`src/design/assert_macros.svh`:
```
// ----------------------------------------------------------------------------
// Assertion macros
// Shared concurrent assertion forms for the frame energy unit.
// ----------------------------------------------------------------------------
`ifndef ASSERT_MACROS_SVH
`define ASSERT_MACROS_SVH

// same-cycle implication, checked out of reset
`define ASSERT_IMPLIES(label, clk, rst_n, ante, cons) \
    label: assert property (@(posedge clk) disable iff (!rst_n) (ante) |-> (cons)) \
        else $error("assertion failed");

// next-cycle implication, checked out of reset
`define ASSERT_NEXT(label, clk, rst_n, ante, cons) \
    label: assert property (@(posedge clk) disable iff (!rst_n) (ante) |=> (cons)) \
        else $error("assertion failed");

`endif

```
`src/design/frms_pkg.sv`:
```
// ----------------------------------------------------------------------------
// frms_pkg
// Shared constants for the framed RMS energy and onset unit.
// ----------------------------------------------------------------------------
`timescale 1ns / 1ps

package frms_pkg;

    localparam int HOP_LENGTH_DEF     = 512;
    localparam int HOPS_PER_FRAME_DEF = 4;

    // frame jobs buffered between front and back end
    localparam int QUEUE_DEPTH = 4;

    localparam int SAMPLE_W = 16;
    // square of a sample magnitude is at most 2^30
    localparam int SQ_W     = 31;
    // radicand (mean square) is padded to an even bit count
    localparam int RAD_W    = 32;
    localparam int ROOT_W   = 16;

endpackage

```
`src/design/frms_queue.sv`:
```
// ----------------------------------------------------------------------------
// frms_queue
// Small FIFO of frame jobs between the accumulation front end and the
// divide and root back end.
// ----------------------------------------------------------------------------
`timescale 1ns / 1ps
`include "assert_macros.svh"

module frms_queue
    import frms_pkg::*;
#(
    parameter int W     = 8,
    parameter int DEPTH = QUEUE_DEPTH
)
(
    input  logic         clk,
    input  logic         rst_n,
    input  logic         push,
    input  logic [W-1:0] push_data,
    output logic         full,
    input  logic         pop,
    output logic [W-1:0] pop_data,
    output logic         empty
);

    localparam int PTR_W = (DEPTH > 1) ? $clog2(DEPTH) : 1;
    localparam int CNT_W = $clog2(DEPTH + 1);

    logic [W-1:0]     slot_reg [DEPTH];
    logic [PTR_W-1:0] wr_ptr_reg;
    logic [PTR_W-1:0] wr_ptr_next;
    logic [PTR_W-1:0] rd_ptr_reg;
    logic [PTR_W-1:0] rd_ptr_next;
    logic [CNT_W-1:0] count_reg;
    logic [CNT_W-1:0] count_next;
    logic             do_push;
    logic             do_pop;

    assign full     = (count_reg == CNT_W'(DEPTH));
    assign empty    = (count_reg == '0);
    assign do_push  = push && !full;
    assign do_pop   = pop && !empty;
    assign pop_data = slot_reg[rd_ptr_reg];

    always_comb
    begin
        wr_ptr_next = wr_ptr_reg;
        rd_ptr_next = rd_ptr_reg;
        count_next  = count_reg;
        if (do_push)
        begin
            wr_ptr_next = (wr_ptr_reg == PTR_W'(DEPTH - 1)) ? '0 : wr_ptr_reg + 1'b1;
        end
        if (do_pop)
        begin
            rd_ptr_next = (rd_ptr_reg == PTR_W'(DEPTH - 1)) ? '0 : rd_ptr_reg + 1'b1;
        end
        if (do_push && !do_pop)
        begin
            count_next = count_reg + 1'b1;
        end
        else if (do_pop && !do_push)
        begin
            count_next = count_reg - 1'b1;
        end
    end

    always_ff @(posedge clk or negedge rst_n)
    begin
        if (!rst_n)
        begin
            wr_ptr_reg <= '0;
            rd_ptr_reg <= '0;
            count_reg  <= '0;
        end
        else
        begin
            wr_ptr_reg <= wr_ptr_next;
            rd_ptr_reg <= rd_ptr_next;
            count_reg  <= count_next;
        end
    end

    always_ff @(posedge clk)
    begin
        if (do_push)
        begin
            slot_reg[wr_ptr_reg] <= push_data;
        end
    end

    // front end must hold off while the queue is full
    `ASSERT_IMPLIES(a_no_overflow, clk, rst_n, push, !full)

endmodule

```
`src/design/frms_front.sv`:
```
// ----------------------------------------------------------------------------
// frms_front
// Sample intake: squares each sample, keeps per-hop block sums and the
// running sum of the pending frame, and posts one job per frame.
// ----------------------------------------------------------------------------
`timescale 1ns / 1ps
`include "assert_macros.svh"

module frms_front
    import frms_pkg::*;
#(
    parameter int HOP_LENGTH     = HOP_LENGTH_DEF,
    parameter int HOPS_PER_FRAME = HOPS_PER_FRAME_DEF,
    parameter int SUM_W          = SQ_W + $clog2(HOP_LENGTH * HOPS_PER_FRAME),
    parameter int AV_W           = $clog2(HOP_LENGTH * HOPS_PER_FRAME + 1)
)
(
    input  logic                      clk,
    input  logic                      rst_n,
    input  logic                      s_axis_tvalid,
    output logic                      s_axis_tready,
    input  logic [SAMPLE_W-1:0]       s_axis_tdata,
    input  logic                      s_axis_tlast,
    output logic                      job_valid,
    output logic [SUM_W+AV_W:0]       job_data,   // sum, available, last
    input  logic                      job_ready
);

    localparam int POS_W  = $clog2(HOP_LENGTH);
    localparam int CNT_W  = (HOPS_PER_FRAME > 1) ? $clog2(HOPS_PER_FRAME) : 1;
    localparam int HELD_N = (HOPS_PER_FRAME > 1) ? HOPS_PER_FRAME - 1 : 1;
    localparam int BLK_W  = SQ_W + $clog2(HOP_LENGTH);

    logic [SAMPLE_W-1:0] mag;
    logic [31:0]         prod;
    logic                s_accept;
    logic                advance;

    logic                s1_valid_reg;
    logic [SQ_W-1:0]     sq_reg;
    logic                eos_reg;

    logic [BLK_W-1:0]    cur_reg;
    logic [BLK_W-1:0]    cur_next;
    logic [SUM_W-1:0]    frame_acc_reg;
    logic [SUM_W-1:0]    frame_acc_next;
    logic [POS_W-1:0]    pos_reg;
    logic [POS_W-1:0]    pos_next;
    logic [CNT_W-1:0]    cnt_reg;
    logic [CNT_W-1:0]    cnt_next;
    logic [BLK_W-1:0]    held_reg  [HELD_N];
    logic [BLK_W-1:0]    held_next [HELD_N];

    logic [BLK_W-1:0]    cur_plus;
    logic [SUM_W-1:0]    job_sum;
    logic [SUM_W-1:0]    oldest;
    logic [AV_W-1:0]     job_avail;
    logic                block_done;
    logic                frame_done;
    logic                do_shift;
    logic                do_push;

    // stage 1: magnitude and square
    assign mag  = s_axis_tdata[SAMPLE_W-1] ? (~s_axis_tdata + 1'b1) : s_axis_tdata;
    assign prod = 32'(mag) * 32'(mag);

    assign advance       = s1_valid_reg && job_ready;
    assign s_axis_tready = !s1_valid_reg || job_ready;
    assign s_accept      = s_axis_tvalid && s_axis_tready;

    always_ff @(posedge clk or negedge rst_n)
    begin
        if (!rst_n)
        begin
            s1_valid_reg <= 1'b0;
        end
        else if (s_accept)
        begin
            s1_valid_reg <= 1'b1;
        end
        else if (advance)
        begin
            s1_valid_reg <= 1'b0;
        end
    end

    always_ff @(posedge clk)
    begin
        if (s_accept)
        begin
            sq_reg  <= prod[SQ_W-1:0];
            eos_reg <= s_axis_tlast;
        end
    end

    // stage 2: block and frame bookkeeping
    assign cur_plus   = cur_reg + BLK_W'(sq_reg);
    assign job_sum    = frame_acc_reg + SUM_W'(sq_reg);
    assign block_done = (pos_reg == POS_W'(HOP_LENGTH - 1));
    assign frame_done = block_done && (cnt_reg == CNT_W'(HOPS_PER_FRAME - 1));
    assign job_avail  = AV_W'(cnt_reg) * AV_W'(HOP_LENGTH) + AV_W'(pos_reg) + 1'b1;
    assign oldest     = (HOPS_PER_FRAME > 1) ? SUM_W'(held_reg[0]) : job_sum;

    assign job_valid = advance && (frame_done || eos_reg);
    assign job_data  = {eos_reg, job_avail, job_sum};

    assign do_shift = advance && !eos_reg && frame_done && (HOPS_PER_FRAME > 1);
    assign do_push  = advance && !eos_reg && block_done && !frame_done;

    always_comb
    begin
        cur_next       = cur_reg;
        frame_acc_next = frame_acc_reg;
        pos_next       = pos_reg;
        cnt_next       = cnt_reg;
        if (advance)
        begin
            if (eos_reg)
            begin
                cur_next       = '0;
                frame_acc_next = '0;
                pos_next       = '0;
                cnt_next       = '0;
            end
            else if (frame_done)
            begin
                // drop the oldest block from the running sum
                cur_next       = '0;
                pos_next       = '0;
                frame_acc_next = job_sum - oldest;
            end
            else if (block_done)
            begin
                cur_next       = '0;
                pos_next       = '0;
                cnt_next       = cnt_reg + 1'b1;
                frame_acc_next = job_sum;
            end
            else
            begin
                cur_next       = cur_plus;
                pos_next       = pos_reg + 1'b1;
                frame_acc_next = job_sum;
            end
        end
    end

    always_comb
    begin
        for (int i = 0; i < HELD_N; i++)
        begin
            held_next[i] = held_reg[i];
            if (do_shift)
            begin
                held_next[i] = (i == HELD_N - 1) ? cur_plus : held_reg[(i + 1) % HELD_N];
            end
            else if (do_push && (cnt_reg == CNT_W'(i)))
            begin
                held_next[i] = cur_plus;
            end
        end
    end

    always_ff @(posedge clk or negedge rst_n)
    begin
        if (!rst_n)
        begin
            cur_reg       <= '0;
            frame_acc_reg <= '0;
            pos_reg       <= '0;
            cnt_reg       <= '0;
        end
        else
        begin
            cur_reg       <= cur_next;
            frame_acc_reg <= frame_acc_next;
            pos_reg       <= pos_next;
            cnt_reg       <= cnt_next;
        end
    end

    always_ff @(posedge clk)
    begin
        for (int i = 0; i < HELD_N; i++)
        begin
            held_reg[i] <= held_next[i];
        end
    end

    `ASSERT_IMPLIES(a_pos_range, clk, rst_n, 1'b1, pos_reg <= POS_W'(HOP_LENGTH - 1))
    `ASSERT_NEXT(a_eos_clears, clk, rst_n, advance && eos_reg, (pos_reg == '0) && (cnt_reg == '0) && (frame_acc_reg == '0))

endmodule

```
`src/design/frms_back.sv`:
```
// ----------------------------------------------------------------------------
// frms_back
// Frame job execution: mean square by restoring division, integer root
// two bits a step, onset against the previous frame, output register.
// ----------------------------------------------------------------------------
`timescale 1ns / 1ps
`include "assert_macros.svh"

module frms_back
    import frms_pkg::*;
#(
    parameter int SUM_W = 42,
    parameter int AV_W  = 12
)
(
    input  logic                  clk,
    input  logic                  rst_n,
    input  logic                  job_valid,
    input  logic [SUM_W+AV_W:0]   job_data,   // sum, available, last
    output logic                  job_pop,
    output logic                  m_axis_tvalid,
    input  logic                  m_axis_tready,
    output logic [2*ROOT_W-1:0]   m_axis_tdata,   // energy, onset
    output logic                  m_axis_tlast
);

    localparam logic [1:0] ST_IDLE = 2'd0;
    localparam logic [1:0] ST_DIV  = 2'd1;
    localparam logic [1:0] ST_SQRT = 2'd2;
    localparam logic [1:0] ST_DONE = 2'd3;

    localparam int STEP_W = $clog2(SUM_W + 1);
    localparam int SREM_W = ROOT_W + 2;
    localparam int SSH_W  = ROOT_W + 4;

    logic [1:0]        state_reg;
    logic [1:0]        state_next;
    logic [STEP_W-1:0] step_reg;
    logic [STEP_W-1:0] step_next;

    logic [SUM_W-1:0]  dvd_reg;
    logic [SUM_W-1:0]  dvd_next;
    logic [AV_W-1:0]   dvs_reg;
    logic [AV_W-1:0]   dvs_next;
    logic [AV_W-1:0]   rem_reg;
    logic [AV_W-1:0]   rem_next;
    logic              last_reg;
    logic              last_next;

    logic [RAD_W-1:0]  rad_reg;
    logic [RAD_W-1:0]  rad_next;
    logic [SREM_W-1:0] srem_reg;
    logic [SREM_W-1:0] srem_next;
    logic [ROOT_W-1:0] root_reg;
    logic [ROOT_W-1:0] root_next;
    logic [ROOT_W-1:0] prev_reg;

    logic              out_valid_reg;
    logic [ROOT_W-1:0] energy_out_reg;
    logic [ROOT_W-1:0] onset_out_reg;
    logic              last_out_reg;

    logic [AV_W:0]     rem_sh;
    logic              div_ge;
    logic [SSH_W-1:0]  srem_sh;
    logic [SSH_W-1:0]  trial;
    logic              sqrt_ge;
    logic              out_load;
    logic [ROOT_W-1:0] onset_val;

    assign job_pop  = (state_reg == ST_IDLE) && job_valid;
    assign out_load = (state_reg == ST_DONE) && (!out_valid_reg || m_axis_tready);

    assign rem_sh  = {rem_reg, dvd_reg[SUM_W-1]};
    assign div_ge  = (rem_sh >= {1'b0, dvs_reg});
    assign srem_sh = {srem_reg, rad_reg[RAD_W-1 -: 2]};
    assign trial   = {2'b00, root_reg, 2'b01};
    assign sqrt_ge = (srem_sh >= trial);

    assign onset_val = (root_reg > prev_reg) ? (root_reg - prev_reg) : '0;

    always_comb
    begin
        state_next = state_reg;
        step_next  = step_reg;
        dvd_next   = dvd_reg;
        dvs_next   = dvs_reg;
        rem_next   = rem_reg;
        last_next  = last_reg;
        rad_next   = rad_reg;
        srem_next  = srem_reg;
        root_next  = root_reg;
        case (state_reg)
            ST_IDLE:
            begin
                if (job_valid)
                begin
                    dvd_next   = job_data[SUM_W-1:0];
                    dvs_next   = job_data[SUM_W +: AV_W];
                    last_next  = job_data[SUM_W+AV_W];
                    rem_next   = '0;
                    step_next  = '0;
                    state_next = ST_DIV;
                end
            end
            ST_DIV:
            begin
                // one quotient bit per cycle, quotient shifts in from the bottom
                rem_next  = div_ge ? AV_W'(rem_sh - {1'b0, dvs_reg}) : rem_sh[AV_W-1:0];
                dvd_next  = {dvd_reg[SUM_W-2:0], div_ge};
                step_next = step_reg + 1'b1;
                if (step_reg == STEP_W'(SUM_W - 1))
                begin
                    rad_next   = dvd_next[RAD_W-1:0];
                    srem_next  = '0;
                    root_next  = '0;
                    step_next  = '0;
                    state_next = ST_SQRT;
                end
            end
            ST_SQRT:
            begin
                // one root bit per cycle from two radicand bits
                srem_next = sqrt_ge ? SREM_W'(srem_sh - trial) : srem_sh[SREM_W-1:0];
                root_next = {root_reg[ROOT_W-2:0], sqrt_ge};
                rad_next  = {rad_reg[RAD_W-3:0], 2'b00};
                step_next = step_reg + 1'b1;
                if (step_reg == STEP_W'(ROOT_W - 1))
                begin
                    state_next = ST_DONE;
                end
            end
            ST_DONE:
            begin
                if (out_load)
                begin
                    state_next = ST_IDLE;
                end
            end
            default:
            begin
                state_next = ST_IDLE;
            end
        endcase
    end

    always_ff @(posedge clk or negedge rst_n)
    begin
        if (!rst_n)
        begin
            state_reg     <= ST_IDLE;
            step_reg      <= '0;
            prev_reg      <= '0;
            out_valid_reg <= 1'b0;
        end
        else
        begin
            state_reg <= state_next;
            step_reg  <= step_next;
            if (out_load)
            begin
                // the last frame of a stream restarts the onset reference
                prev_reg      <= last_reg ? '0 : root_reg;
                out_valid_reg <= 1'b1;
            end
            else if (m_axis_tready)
            begin
                out_valid_reg <= 1'b0;
            end
        end
    end

    always_ff @(posedge clk)
    begin
        dvd_reg  <= dvd_next;
        dvs_reg  <= dvs_next;
        rem_reg  <= rem_next;
        last_reg <= last_next;
        rad_reg  <= rad_next;
        srem_reg <= srem_next;
        root_reg <= root_next;
        if (out_load)
        begin
            energy_out_reg <= root_reg;
            onset_out_reg  <= onset_val;
            last_out_reg   <= last_reg;
        end
    end

    assign m_axis_tvalid = out_valid_reg;
    assign m_axis_tdata  = {onset_out_reg, energy_out_reg};
    assign m_axis_tlast  = last_out_reg;

    `ASSERT_IMPLIES(a_divisor_nonzero, clk, rst_n, job_pop, job_data[SUM_W +: AV_W] != '0)
    `ASSERT_IMPLIES(a_root_range, clk, rst_n, out_load, root_reg <= 16'h8000)

endmodule

```
`src/design/framed_rms_energy_onset_unit.sv`:
```
// ----------------------------------------------------------------------------
// framed_rms_energy_onset_unit
// Short-time RMS energy and onset over hopped frames of a sample stream.
// ----------------------------------------------------------------------------
// Samples are taken at one per cycle. Each frame of HOPS_PER_FRAME hop
// blocks gives one word of energy and onset, posted when the frame's last
// block completes, or early with the samples so far when tlast marks the
// end of the stream (that word carries tlast, and all state clears).
// In the back end each frame passes the one-bit-per-cycle divider, then the
// two-bit-per-cycle root, and no new job is taken until its word is loaded;
// SUM_W, the dividend width, is 31 + clog2(HOP_LENGTH * HOPS_PER_FRAME).
// A four-entry job queue sits between the accumulator and the back end;
// sample intake stalls only while that queue is full.
// ----------------------------------------------------------------------------
`timescale 1ns / 1ps

module framed_rms_energy_onset_unit
    import frms_pkg::*;
#(
    parameter int HOP_LENGTH     = HOP_LENGTH_DEF,
    parameter int HOPS_PER_FRAME = HOPS_PER_FRAME_DEF
)
(
    input  logic                clk,
    input  logic                rst_n,
    input  logic                s_axis_tvalid,
    output logic                s_axis_tready,
    input  logic [SAMPLE_W-1:0] s_axis_tdata,   // sample
    input  logic                s_axis_tlast,
    output logic                m_axis_tvalid,
    input  logic                m_axis_tready,
    output logic [2*ROOT_W-1:0] m_axis_tdata,   // energy, onset
    output logic                m_axis_tlast
);

    localparam int FRAME_LEN = HOP_LENGTH * HOPS_PER_FRAME;
    localparam int SUM_W     = SQ_W + $clog2(FRAME_LEN);
    localparam int AV_W      = $clog2(FRAME_LEN + 1);
    localparam int JOB_W     = SUM_W + AV_W + 1;

    logic             job_valid;
    logic [JOB_W-1:0] job_data;
    logic             q_full;
    logic             q_empty;
    logic             q_pop;
    logic [JOB_W-1:0] q_data;

    frms_front #(
        .HOP_LENGTH     (HOP_LENGTH),
        .HOPS_PER_FRAME (HOPS_PER_FRAME),
        .SUM_W          (SUM_W),
        .AV_W           (AV_W)
    ) u_front (
        .clk           (clk),
        .rst_n         (rst_n),
        .s_axis_tvalid (s_axis_tvalid),
        .s_axis_tready (s_axis_tready),
        .s_axis_tdata  (s_axis_tdata),
        .s_axis_tlast  (s_axis_tlast),
        .job_valid     (job_valid),
        .job_data      (job_data),
        .job_ready     (!q_full)
    );

    frms_queue #(
        .W     (JOB_W),
        .DEPTH (QUEUE_DEPTH)
    ) u_queue (
        .clk       (clk),
        .rst_n     (rst_n),
        .push      (job_valid),
        .push_data (job_data),
        .full      (q_full),
        .pop       (q_pop),
        .pop_data  (q_data),
        .empty     (q_empty)
    );

    frms_back #(
        .SUM_W (SUM_W),
        .AV_W  (AV_W)
    ) u_back (
        .clk           (clk),
        .rst_n         (rst_n),
        .job_valid     (!q_empty),
        .job_data      (q_data),
        .job_pop       (q_pop),
        .m_axis_tvalid (m_axis_tvalid),
        .m_axis_tready (m_axis_tready),
        .m_axis_tdata  (m_axis_tdata),
        .m_axis_tlast  (m_axis_tlast)
    );

endmodule

```
`config.mk`:
```
export PLATFORM = sky130hd
export DESIGN_NAME = framed_rms_energy_onset_unit
export DESIGN_NICKNAME = d
export VERILOG_FILES = /design/src/design/frms_pkg.sv /design/src/design/frms_queue.sv /design/src/design/frms_front.sv /design/src/design/frms_back.sv /design/src/design/framed_rms_energy_onset_unit.sv
export VERILOG_INCLUDE_DIRS = /design/src /design/src/design
export SDC_FILE = /design/constraint.sdc
export NUM_CORES = 2
export LEC_CHECK = 0
export BUFFER_PORTS_ARGS = -buffer_cell sky130_fd_sc_hd__clkbuf_2
export CORE_ASPECT_RATIO = 0.6
export CORE_UTILIZATION = 65
export CTS_CLUSTER_DIAMETER = 150
export DETAILED_ROUTE_END_ITERATION = 6
export PLACE_DENSITY = 0.82
export SYNTH_ARGS = -nofsm -noshare
export SYNTH_HDL_FRONTEND = slang
export SYNTH_HIERARCHICAL = 1
export SYNTH_SLANG_ARGS = --single-unit
```
`constraint.sdc`:
```
create_clock -name clk -period 9.1 [get_ports clk]
set_clock_uncertainty 0.2 [all_clocks]
set_input_delay 1.82 -clock clk [delete_from_list [all_inputs] [get_ports clk]]
set_output_delay 1.82 -clock clk [all_outputs]
set_load 0.1 [all_outputs]
```
# After elaboration in Yosys (flattened, before gate mapping)

Memories as Yosys holds them, arrays and structs flattened.
Index checks and enable logic that the tools add are counted.

Register bits after elaboration: 324
Output and inout port bits: 35
Memories kept: 2
Logic and storage cells: 158
Memory bits (writable): 340

Magnitude comparators: 3
Reduce and logical (&&, ||, !) cells: 44
Add/sub/neg operators: 16
Bitwise logic cells: 2
$mul: 1
Muxes and demuxes: 49
Eq/ne operators: 17

Memories:

| memory           | words | bits a word | rd ports | clocked after memory_dff | write ports | line             | RTL |
|---|---|---|---|---|---|---|---|
| u_queue.slot_reg | 4     | 55          | 1        | 0                        | 1           | frms_queue.sv:29 | `logic [W-1:0] slot_reg [DEPTH];` |
| u_front.held_reg | 3     | 40          | 3        | 0                        | 3           | frms_front.sv:51 | `logic [BLK_W-1:0] held_reg [HELD_N];` |

Operator list:

| kind                  | count |
|---|---|
| $mux 40               | 9 |
| $mux 42               | 3 |
| $pmux 42 s2           | 1 |
| $pmux 32 s2           | 1 |
| $mux 16               | 3 |
| $add 42x31->42        | 1 |
| $sub 42x40->42        | 1 |
| $add 40x31->40        | 1 |
| $mux 18               | 2 |
| $pmux 18 s2           | 1 |
| $mux 32               | 1 |
| $pmux 16 s2           | 1 |
| $mul 16x16->31        | 1 |
| $mux 9                | 3 |
| $mux 12               | 2 |
| $pmux 12 s2           | 1 |
| $ge 20x18->1          | 1 |
| $mux 2                | 9 |
| $pmux 6 s3            | 1 |
| $sub 18x18->18        | 1 |
| $logic_and 1x1->1     | 17 |
| $add 16x1->16 const B | 1 |
| $gt 16x16->1          | 1 |
| $not 16->16           | 1 |
| other kinds (32)      | 68 |

# Longest topological paths before layout

Depth in word-level cells: 9
Mapped depth: 32

# Hierarchy

The synthesis kept the hierarchy.

Modules (own cells, without submodules):

| module                       | cells each | area each (um2) | sequential area each (um2) | times used |
|---|---|---|---|---|
| frms_front                   | 2414       | 22571.6         | 6886.6                     | 1 |
| frms_back                    | 797        | 9890.7          | 5610.4                     | 1 |
| frms_queue                   | 324        | 8380.5          | 6781.5                     | 1 |
| framed_rms_energy_onset_unit | 2          | 7.5             | 0.0                        | 1 |

# Worst setup path after synthesis

OpenSTA, ideal clock, no wires.

Path kind: input port to flip-flop
Start point: input port s_axis_tdata[0]
End point: register u_front.sq_reg[25], data pin
Data required time: 8.634 ns
Path slack: -0.244 ns
Library setup time: 0.266 ns
Data arrival time: 8.878 ns
Path buffers: 2
Stages: 32
Cell sequence: clkinv_1 clkbuf_1 ha_1 nand2_1 o21ai_0 xor2_1 inv_1 clkbuf_1 nand2_1 inv_1 fa_1 inv_1 fa_1 inv_1 fa_1 inv_1 fa_1 inv_1 fa_1 inv_1 fa_1 inv_1 ha_1 a21o_1 nand2_1 inv_1 a211o_1 o31ai_1 o21ai_0 o41ai_1 o21ai_0 xor2_1

Cells in the longest elaborated chain, start to end: 4

Ends and longest elaborated chain:

| item                   | line                               | RTL |
|---|---|---|
| start: declaration     | framed_rms_energy_onset_unit.sv:28 | `input logic [SAMPLE_W-1:0] s_axis_tdata,` |
| $not 16->16            | frms_front.sv:64                   | `assign mag = s_axis_tdata[SAMPLE_W-1] ? (~s_axis_tdata + 1'b1) : s_axis_tdata;` |
| $add 16x1->16          | frms_front.sv:64                   |  |
| $mux 16 *              | frms_front.sv:64                   |  |
| $mul 16x16->31 *       | frms_front.sv:65                   | `assign prod = 32'(mag) * 32'(mag);` |
| via u_front.prod[25]   | frms_front.sv:35                   | `logic [31:0] prod;` |
| end signal: assignment | frms_front.sv:91                   | `sq_reg <= prod[SQ_W-1:0];` |
| end: declaration       | frms_front.sv:40                   | `logic [SQ_W-1:0] sq_reg;` |

The timed path passes the listed nets; every way through them passes the cells marked *.
A chain may end at the register's enable or synchronous reset.

# Final worst setup path

Start point: input port s_axis_tdata[6]
End point: register u_front.sq_reg[27], data pin

Same word-level chain as after synthesis.

==> impl_metrics.ini <==
[global_routing]
grt_overflow = 0
grt_pass1_wl_um = 155000
grt_use_total = 0.311
antenna_found_initial = 2
grt_start_max_net_pins = 81
grt_pass1_vias = 27800

[sta]
drv_slew = 0
fmax_mhz = 117
fin_crit_ns = 8.56
min_period_over_period = 0.941
setup_viol = 0
hold_viol = 0
tightest_slew_ns = 1.13
relSlewSlack = 0.239
rsz0062_at_grt = false

[critical_path]
cpMostUsedCell = fa_1
crit_slowest_cell = or4_1
path_class = primary input to flip-flop
crit_fanout = 4
cp_num_buf_inv = 7
critPathArrivalTime_ns = 8.76
worstPathRequired_ns = 9.29
worst_path_largest_cell_delay_ns = 0.60
end_kind = flip-flop
crit_family = adder cells
start_kind = primary input

[logic_synthesis]
ys.flop_type = edfxtp_1
synth_cells = 3537
netlist_area_mm2 = 0.0409
synth.largest_area_cell = edfxtp_1
syn_avg_cell_area_um2 = 11.5
synth_cell_type_count = 93
synth-seq-area-share = 0.472
synth_most_common_cell = edfxtp_1
yosysTopAreaCellShare = 0.395
synth_edf_count = 537
ys_seq_elements = 663
yosysWarnings = 6
synth.area.top_cells = edfxtp_1 (39%), fa_1 (8.3%), ha_1 (8.0%)
synthArstFlopShare = 0.190
yosys-top-cells-count = edfxtp_1 (537), inv_1 (370), nand2_1 (309)

[floorplanning]
std_cell_rows = 70
core_area_mm2 = 0.0615
die_h_um = 196
ios = 56
dieArea_mm2 = 0.0639
initial_utilization = 0.664
die_w_um = 326

[cts]
htreeDepth = 2
clock_latency_ns = 0.65
cts_resized = 0
clk_pin_slew_ns = 0.07
cts_tree = yes
cts_hold_buf = 0
clock-root-buffer = clkbuf_16
max-clock-path-buffers = 3
cts_setup_buffers = 0
cts_buffers = 58
numClockSinks = 663

[route]
drc_errors = 0
avgViaCountPerCell = 6.27
drtIter0Drc = 3422
firstDrtPassIters = 6
ant_nets = 0
wl_um = 97600
vias = 28300
post_drt_wl_per_cell_um = 21.6

[final_layout]
stdcell_count = 4519
finalNetCount = 4091
finalInstanceArea_mm2 = 0.0445
drive_above_1_share = 0.124
largest_reg_flops = 220
syn_to_final_growth_pct = 9.01

[place]
placed_area_mm2 = 0.0425
placed_cells = 4407
place_congestion = 0.956
dpl.hpwl_um = 68200
io_buffer_count = 55

[min_path]
min_path_type = flip-flop to flip-flop

[job]
max-cap-violations = 0

[status]
status = finished clean
==> cell families after synthesis <==
family / share of synthesized area
other: 0.000184
and+or+nand+nor: 0.0968
DFF: 0.472
AOI/OAI and AO/OA: 0.118
adders and majority gates: 0.163
muxes: 0.0597
xor gates and xnor gates: 0.0427
buffers and inverters: 0.0473
==> final cells by class <==
cell class	count	area (um2)
Sequential cell	663	19300
Clock inverter	41	433
Clock buffer	69	1560
Inverter	378	1420
Antenna cell	2	5.00
Timing Repair Buffer	151	1030
Fill cell	4145	17000
Multi-Input combinational cell	2387	19800
Tap cell	828	1040
==> path summary, 6_finish.rpt <==
kind / startpoint / to / slack, ns / depth (start not counted)
worst max-delay path: s_axis_tdata[6] / u_front/sq_reg[27] / 0.54 / 28
min in group asynchronous: rst_n / u_back/prev_reg[13] / 1.00 / 1
worst min-delay path: u_back/root_reg[0] / u_back/energy_out_reg[0] / 0.27 / 0
worst min register to register: u_back/root_reg[0] / u_back/energy_out_reg[0] / 0.27 / 0
worst max register to register: u_front/sq_reg[0] / u_front/frame_acc_reg[41] / 2.53 / 20
max in group asynchronous: rst_n / u_front/cur_reg[20] / 6.30 / 2
==> per-stage QoR <==
stage | setup TNS, ns | setup slack, ns | hold slack (ns) | utilization
after floorplan | 0 | 0.0400 | 0.224 | -
after global routing | 0 | 0.113 | 0.298 | 0.724
after CTS | 0 | 0.625 | 0.264 | 0.724
after global placement | 0 | 0.0782 | 0.233 | 0.692
final | 0 | 0.536 | 0.265 | 0.724
after detailed placement | -0.0868 | -0.0476 | 0.248 | 0.692
==> placed cells by master, fill, tap and decap left out, types with 13 or more instances in the layout <==
master	n
and2_1	25
a21oi_1	163
nor2b_1	24
nand3_1	51
nand2_1	307
and3_1	36
edfxtp_1	537
ha_1	260
clkinv_1	13
a211oi_1	17
o21a_1	35
buf_4	94
nand2b_1	31
a22o_1	37
nand4_1	33
o21ai_0	136
inv_1	370
clkbuf_2	54
xor2_1	87
a21o_1	102
clkbuf_16	59
mux2_2	86
mux4_2	55
fa_1	169
xnor2_1	111
o31ai_1	35
dfrtp_1	124
mux2i_1	20
nor3_1	45
nor2_1	250
a31oi_1	20
o22ai_1	15
o21bai_1	23
==> layer usage <==
layer,track usage,part of all wire
met3,0.0749,0.12
met5,0,0
met1,0.484,0.44
met4,0.0612,0.016
met2,0.447,0.42
Power is not shown: default switching activity piles up to over one toggle a cycle in this logic, so the estimate is an artifact.
